$ cat config.mk
export PLATFORM = sky130hd
export DESIGN_NAME = wdht_front
export DESIGN_NICKNAME = d
export VERILOG_FILES = /design/src/rtl/core/wdht_pkg.sv /design/src/rtl/core/wdht_front.sv
export SDC_FILE = /design/constraint.sdc
export NUM_CORES = 1
export LEC_CHECK = 0
export BUFFER_PORTS_ARGS = -buffer_cell sky130_fd_sc_hd__buf_4
export CAP_MARGIN = 40
export CORE_ASPECT_RATIO = 1.4
export CORE_MARGIN = 4
export CORE_UTILIZATION = 40
export CTS_CLUSTER_DIAMETER = 50
export DETAILED_ROUTE_END_ITERATION = 7
export HOLD_SLACK_MARGIN = 0.06
export REMOVE_ABC_BUFFERS = 1
export SKIP_LAST_GASP = 1
export SLEW_MARGIN = 30
export SYNTH_ARGS = -nofsm -noshare
export SYNTH_HDL_FRONTEND = slang
export SYNTH_SLANG_ARGS = --single-unit
$ cat constraint.sdc
create_clock -name clk -period 14.6 [get_ports clk]
set_input_delay 0 -clock clk [delete_from_list [all_inputs] [get_ports clk]]
set_output_delay 0 -clock clk [all_outputs]
set_load 0.01 [all_outputs]
$ cat src/rtl/core/wdht_pkg.sv
`timescale 1ns / 1ps
// ----------------------------------------------------------------------------
// Window drag hit test package
// Shared request and result types, codes and constants.
// ----------------------------------------------------------------------------
package wdht_pkg;

	localparam logic [1:0] CMD_POINTER = 2'd0;
	localparam logic [1:0] CMD_CREATE  = 2'd1;
	localparam logic [1:0] CMD_DESTROY = 2'd2;

	localparam logic [1:0] ST_DONE     = 2'd0;
	localparam logic [1:0] ST_FULL     = 2'd1;
	localparam logic [1:0] ST_NOTFOUND = 2'd2;
	localparam logic [1:0] ST_NOCHANGE = 2'd3;

	localparam logic [2:0] DK_NONE   = 3'd0;
	localparam logic [2:0] DK_MOVE   = 3'd1;
	localparam logic [2:0] DK_WIDTH  = 3'd2;
	localparam logic [2:0] DK_HEIGHT = 3'd3;
	localparam logic [2:0] DK_BOTH   = 3'd4;

	localparam logic [31:0] HANDLE_BASE_RESET = 32'd40000;
	localparam int CLOSE_OFF  = 28;
	localparam int CLOSE_SIZE = 24;
	localparam int CLOSE_TOP  = 4;

	localparam logic [2:0] REG_ENABLE = 3'd0;
	localparam logic [2:0] REG_TITLE  = 3'd1;
	localparam logic [2:0] REG_EDGE   = 3'd2;
	localparam logic [2:0] REG_MINW   = 3'd3;
	localparam logic [2:0] REG_MINH   = 3'd4;

	typedef struct packed {
		logic [1:0]         command;
		logic signed [15:0] x_pos;
		logic signed [15:0] y_pos;
		logic [14:0]        width_in;
		logic [14:0]        height_in;
		logic               button_down;
		logic [31:0]        handle_in;
	} req_t;

	typedef struct packed {
		logic [1:0]         status;
		logic [31:0]        handle_out;
		logic signed [15:0] rect_x;
		logic signed [15:0] rect_y;
		logic [14:0]        rect_w;
		logic [14:0]        rect_h;
		logic               drag_active_out;
		logic [2:0]         drag_mode_out;
	} res_t;

	typedef struct packed {
		logic       enable;
		logic [7:0] title_h;
		logic [5:0] edge_zone;
		logic [11:0] min_w;
		logic [11:0] min_h;
	} cfg_t;

	typedef struct packed {
		logic [15:0] left;
		logic [15:0] top;
		logic [14:0] width;
		logic [14:0] height;
		logic [31:0] handle;
	} entry_t;

	localparam int ENTRY_W = $bits(entry_t);

endpackage

$ cat src/rtl/core/wdht_front.sv
`timescale 1ns / 1ps
// ----------------------------------------------------------------------------
// Window drag hit test front end
// Accepts requests, holds them in a two-entry queue for the back end.
// ----------------------------------------------------------------------------
module wdht_front (
	input  logic           clk,
	input  logic           arst_n,
	input  logic           start,
	input  wdht_pkg::req_t req,
	output logic           busy,
	output logic           q_valid,
	output wdht_pkg::req_t q_req,
	input  logic           q_pop
);
	import wdht_pkg::*;

	req_t       slot_q [2];
	logic [1:0] cnt_q;
	logic       rd_q;
	logic       wr_q;
	logic       push;

	assign busy    = cnt_q[1];
	assign push    = start && !busy;
	assign q_valid = cnt_q != 2'd0;
	assign q_req   = slot_q[rd_q];

	always_ff @(posedge clk) begin
		if (push) begin
			slot_q[wr_q] <= req;
		end
	end

	always_ff @(posedge clk or negedge arst_n) begin
		if (!arst_n) begin
			cnt_q <= 2'd0;
			rd_q  <= 1'b0;
			wr_q  <= 1'b0;
		end else begin
			if (push) begin
				wr_q <= !wr_q;
			end
			if (q_pop) begin
				rd_q <= !rd_q;
			end
			cnt_q <= cnt_q + {1'b0, push} - {1'b0, q_pop};
		end
	end
endmodule

==> results of run 1 <==
routing by layer:
metal | track usage, % | part of all wire [%]
met1 | 16.4 | 37
met2 | 27.1 | 56
met3 | 3.89 | 5.2
met4 | 5.90 | 2.1
met5 | 0 | 0
power by group through the flow:
stage	registers, mW	clock network (mW)	logic (mW)
floorplan	0.841	0	0.299
global placement	0.804	0	0.581
detailed placement	0.811	0	0.583
CTS	0.799	0.494	0.608
global route	0.807	0.517	0.635
finish	0.797	0.478	0.594
repair_timing:
| action | in CTS | in global routing |
|---|---|---|
| hold buffers | 101 | 0 |
| gates resized for setup | 0 | 0 |
| hold endpoints to repair | 202 | 0 |
sequential cells by signal (all words and copies together), names as in the netlist:
register,flops
cnt_q,2
rd_q,1
slot_q,194
wr_q,1
area by class of cell:
class / instances / area [um2]
clock buffers: 19 / 433
clock inverters: 13 / 176
fillers: 1355 / 7270
inverters: 2 / 7.51
multi-input cells: 108 / 1260
flip-flops and latches: 198 / 5930
well taps: 240 / 300
repair buffers: 305 / 2550
worst max-delay path: cells and delay by family, from the launching register on:
kind	cells	cell delay (ns)
buf+inv	2	1.20
flops	1	0.42
simple gates	2	0.42
cell usage after synthesis, types with 2 or more instances:
master / instances / share of area (%)
mux2_4: 20 / 4.1
dfrtp_1: 4 / 1.4
buf_6: 4 / 0.62
nor2_1: 2 / 0.10
edfxtp_1: 194 / 80
inv_1: 2 / 0.10
buf_2: 7 / 0.48
mux2_2: 77 / 12
xnor2_1: 3 / 0.36
kinds of logic (layout without fill, tap and decap cells):
family	after synthesis	after routing	synth area share, %
AOI/OAI and AO/OA	1	1	0.0689
xor gates and xnor gates	4	4	0.483
adders and majority gates	1	1	0.172
buffers and inverters	13	339	1.21
DFF	198	198	81.6
muxes	97	97	16.1
and+or+nand+nor	5	5	0.379
worst min-delay path by stage:
stage	start	to	slack (ns)	cells past startpoint
6_report	req[61]	slot_q[1][61]	0.31	2
5_1_grt	req[61]	slot_q[0][61]	0.28	2
4_1_cts	req[4]	slot_q[1][4]	0.28	2
3_5_place_dp	arst_n	rd_q	-0.20	1
3_3_place_gp	arst_n	rd_q	-0.20	1
2_1_floorplan	arst_n	cnt_q[0]	-0.30	0
==> qor.txt, run 1 <==
Status: completed
Syn Std Cell Area: 7260 um2
R2r startpoint: cnt_q[1]
Placed Area: 9030 um2
Most frequent cells in the layout: 203 x buf_4, 194 x edfxtp_1, 101 x dlygate4sd3_1
Pwr Density: 175 nW/um2
Layout area overhead: 46.8%
Avg Inst Size Synth: 22.8 um2
Comb power frac: 31.8%
Final #Nets: 734
P_int: 1.36 mW
H-tree levels: 4
Placeable Area: 17900 um2
WL/cell: 17.1 um
Maximum buffer depth of the clock tree: 2
Number of cell rows: 58
Worst-skew pair later-pin latency: 0.41 ns
Largest net degree at the start of global routing: 70
I/O Buffers: 199
Max incr delay on CP: 0.68 ns
Vias in the first global route: 4438
Antenna violations before repair: 0
Final setup viols: 0
ANT nets after route: 0
Req. time, crit path: 14.65 ns
Final slew viol count: 0
# diodes: 0
Setup CP Type: flop to flop
Fmax: 405 MHz
Pre-CTS setup slack: 12.08 ns
Net Sw Power: 0.508 mW
Clock Power Share: 25.6%
CP endpoint kind: flop
Fin worst setup slack: 12.13 ns
CP startpoint: cnt_q[1]
Vias per cell: 4.51
Mapped Cells: 319
TritonRoute pass-1 iters: 4
CTS sink count: 198
Share of layout cells above drive strength 1: 51.5%
Gr ovfl total: 0
Register-to-Register Setup Slack: 12.13 ns
RR Endpoint: slot_q[1][51]
Commonest non-fill, non-tap cell in the layout: buf_4
Dpl cells: 752
Final Non-Filler Cells: 885
Die area: 20400 um2
Hold Slack: 0.310 ns
Peak supply drop: 161 uV
Overall Power: 1.87 mW
Initial Utilization: 40.5%
Slowest stage cell, crit path: buf_4
Unique cell type count in the Yosys netlist: 15
Ys flop type: edfxtp_1
Final core utilization: 59.4%
TritonCTS clock tree: done
Synth Warn #: 0
Fin Clk Skew: 0.00593 ns
Share of the clock period used by the worst path: 16.9%
Vias post-DR: 3994
R2R cell count: 4
Number of synthesized flops with an enable pin: 194
Worst path arrival time: 2.52 ns
Unrepaired setup endpoints after global routing: no
Reg clk slew, reported paths: 0.07 ns
Crit path time final: 2.47 ns
Initial drt markers: 153
Postcts setup bufs: 0
Final hold vios: 0
CP endpoint: slot_q[1][51]
Max cap viols: 0
Sequential share of the synthesized area: 81.6%
Crit-path max FO: 53
Fin Setup TNS: 0 ns
First-pass GRT wire length: 22900 um
Hold crit path type: primary input to flop
Final WL: 15100 um
Max-slew headroom: 48.9%
Flop pwr share: 42.6%
Startpoint Class: flop
Gpl congestion: 0.677
Die X-Extent: 122 um
Final instance area: 10700 um2
Die Y: 167 um
TritonCTS Buffers: 17
Synth Register Bits: 198
DP Wirelength: 9560 um
GR Util All Layers: 14.9%
Lkg Pwr: 4.05 nW
Post-synthesis async set-or-reset flop share: 2.02%
Switching power share of the total: 27.2%
Cells along the critical path: nand2b_1 > nor2_4 > buf_4 > buf_4
Worst-Margin Slew: 0.767 ns
# IOs: 200
DRC errors left: 0
Worst path most repeated cell: buf_4
CTS root buffer: clkbuf_16
(Power assumes the default switching activity.)
==> run 2, diff against run 1 <==
clock period = 2.6 ns   (was 14.6 ns; I/O delays follow)
==> qor.txt, run 2 (synthesis results as in run 1) <==
Worst path arrival time: 2.03 ns (-0.49 ns)
CTS root buffer: clkbuf_16
Worst path most repeated cell: buf_4
TritonCTS clock tree: done
WL/cell: 17.0 um (-0.34%)
WP buf/inv: 2 (unchanged)
Gpl congestion: 0.726 (+7.2%)
Hold crit path type: primary input to flop
Commonest non-fill, non-tap cell in the layout: buf_4
Placeable Area: 17900 um2 (unchanged)
Crit path time final: 2.03 ns
CP endpoint: q_req[18]
I/O Buffers: 199 (unchanged)
Antenna violations before repair: 2 (+2)
Startpoint Class: flop
Max-slew headroom: 57.2% (+8.4 points)
Share of layout cells above drive strength 1: 51.9% (+0.46 points)
Number of cells on the critical path: 3 (-1)
TritonCTS Buffers: 17 (unchanged)
Most frequent cells in the layout: 204 x buf_4, 194 x edfxtp_1, 101 x dlygate4sd3_1
# IOs: 200 (unchanged)
Number of flip-flops in the largest register: 194 (unchanged)
Largest net degree at the start of global routing: 65 (-7.1%)
Placed Area: 9150 um2 (+1.3%)
CP startpoint: rd_q
Final hold vios: 0 (unchanged)
Die area: 20400 um2 (unchanged)
Vias per cell: 4.53 (+0.30%)
Worst-skew pair later-pin latency: 0.42 ns (about the same)
Max incr delay on CP: 0.74 ns (+0.06 ns)
Initial Utilization: 40.5% (unchanged)
Register-to-Register Setup Slack: 0.74 ns (-11.39 ns)
Maximum buffer depth of the clock tree: 2 (unchanged)
Initial drt markers: 170 (+11%)
Lkg Pwr: 4.08 nW (+0.85%)
Hold Slack: 0.304 ns (-0.00612 ns)
Cells along the critical path: buf_4 > mux2_2 > buf_4
Final instance area: 10800 um2 (+0.93%)
Top reg by flops: slot_q
Gr ovfl total: 0 (unchanged)
First-pass GRT wire length: 23100 um (+0.90%)
Delay-heaviest family, CP: flip-flops
Registers with the most flip-flops: slot_q (194), cnt_q (2)
CP endpoint kind: primary output
Die X-Extent: 122 um (unchanged)
Unrepaired setup endpoints after global routing: no
Vias post-DR: 4024 (+0.75%)
Worst-Margin Slew: 0.640 ns (-0.127 ns)
Peak supply drop: 446 uV (+180%)
Max cap viols: 0 (unchanged)
R2R cell count: 3 (-1)
ANT nets after route: 0 (unchanged)
Status: completed
Final slew viol count: 0 (unchanged)
Share of the clock period used by the worst path: 77.9%
Final #Nets: 740 (+0.82%)
GR Util All Layers: 15.0% (+0.080 points)
Req. time, crit path: 2.60 ns (-12.05 ns)
CTS sink count: 198 (unchanged)
Pwr Density: 983 nW/um2 (+460%)
Fin Clk Skew: 0.00711 ns (+0.00118 ns)
Crit-path max FO: 32 (-40%)
Layout area overhead: 48.1%
R2r startpoint: cnt_q[1]
Number of cell rows: 58 (unchanged)
Post_cts resized: 0 (unchanged)
Slowest stage cell, crit path: dfrtp_4
H-tree levels: 4 (unchanged)
Reg clk slew, reported paths: 0.06 ns (about the same)
Setup CP Type: flop to primary output
TritonRoute pass-1 iters: 4 (unchanged)
DP Wirelength: 10200 um (+6.8%)
Final WL: 15100 um (+0.11%)
Fmax: 494 MHz
Vias in the first global route: 4417 (-0.47%)
RR Endpoint: slot_q[1][27]
Final setup viols: 0 (unchanged)
DRC errors left: 0 (unchanged)
Die Y: 167 um (unchanged)
-- run 2: worst reg2reg max path, stage by stage, from the launching register on --
cell,delay (ns)
dfrtp_1,0.42
nand2b_1,0.30
nor2_4,0.56
buf_12,0.28
-- run 2: per-layer routing --
metal | vias to the layer above | routed length, um | global-route usage (%)
li1 | 1904 | - | -
met1 | 1982 | 5470 | 16.1
met2 | 115 | 8570 | 27.5
met3 | 23 | 739 | 3.75
met4 | 0 | 347 | 6.39
met5 | - | 0 | 0
-- run 2: worst min path at each step --
| stage | to | startpoint | cells past startpoint |
|---|---|---|---|
| 6_report | slot_q[0][21] | req[21] | 2 |
| 2_1_floorplan | cnt_q[0] | arst_n | 0 |
| 5_1_grt | slot_q[0][62] | req[62] | 2 |
| 4_1_cts | slot_q[0][54] | req[54] | 2 |
| 3_3_place_gp | cnt_q[1] | arst_n | 1 |
| 3_5_place_dp | cnt_q[1] | arst_n | 1 |
-- run 2: cell type report --
| cell class | instances | area (um2) |
|---|---|---|
| well taps | 240 | 300 |
| flip-flops and latches | 198 | 5930 |
| repair buffers | 311 | 2660 |
| inverters | 2 | 7.51 |
| multi-input cells | 108 | 1260 |
| clock inverters | 10 | 158 |
| clock buffers | 18 | 429 |
| diodes | 2 | 5.00 |
| fillers | 1346 | 7170 |
-- run 2: report_power, final --
| part | internal [mW] | switching [mW] | total, mW |
|---|---|---|---|
| clock network | 1.58 | 1.05 | 2.64 |
| registers | 4.24 | 0.251 | 4.49 |
| logic | 1.91 | 1.54 | 3.44 |
-- run 2: metrics by stage --
stage | power, mW | setup TNS [ns] | utilization, % | setup WS, ns | instances
floorplan | 6.40 | -557.35 | - | -2.66 | 308
global placement | 7.91 | 0 | 51.1 | 0.765 | 758
detailed placement | 7.96 | 0 | 51.1 | 0.725 | 758
CTS | 10.7 | 0 | 60.0 | 0.512 | 887
global route | 11.1 | 0 | 60.0 | 0.467 | 889
finish | 10.6 | 0 | 60.0 | 0.575 | 889
-- run 2: repair_timing --
item | CTS | global route
hold buffers | 101 | 0
hold endpoints to repair | 202 | 0
setup buffers | 0 | 0
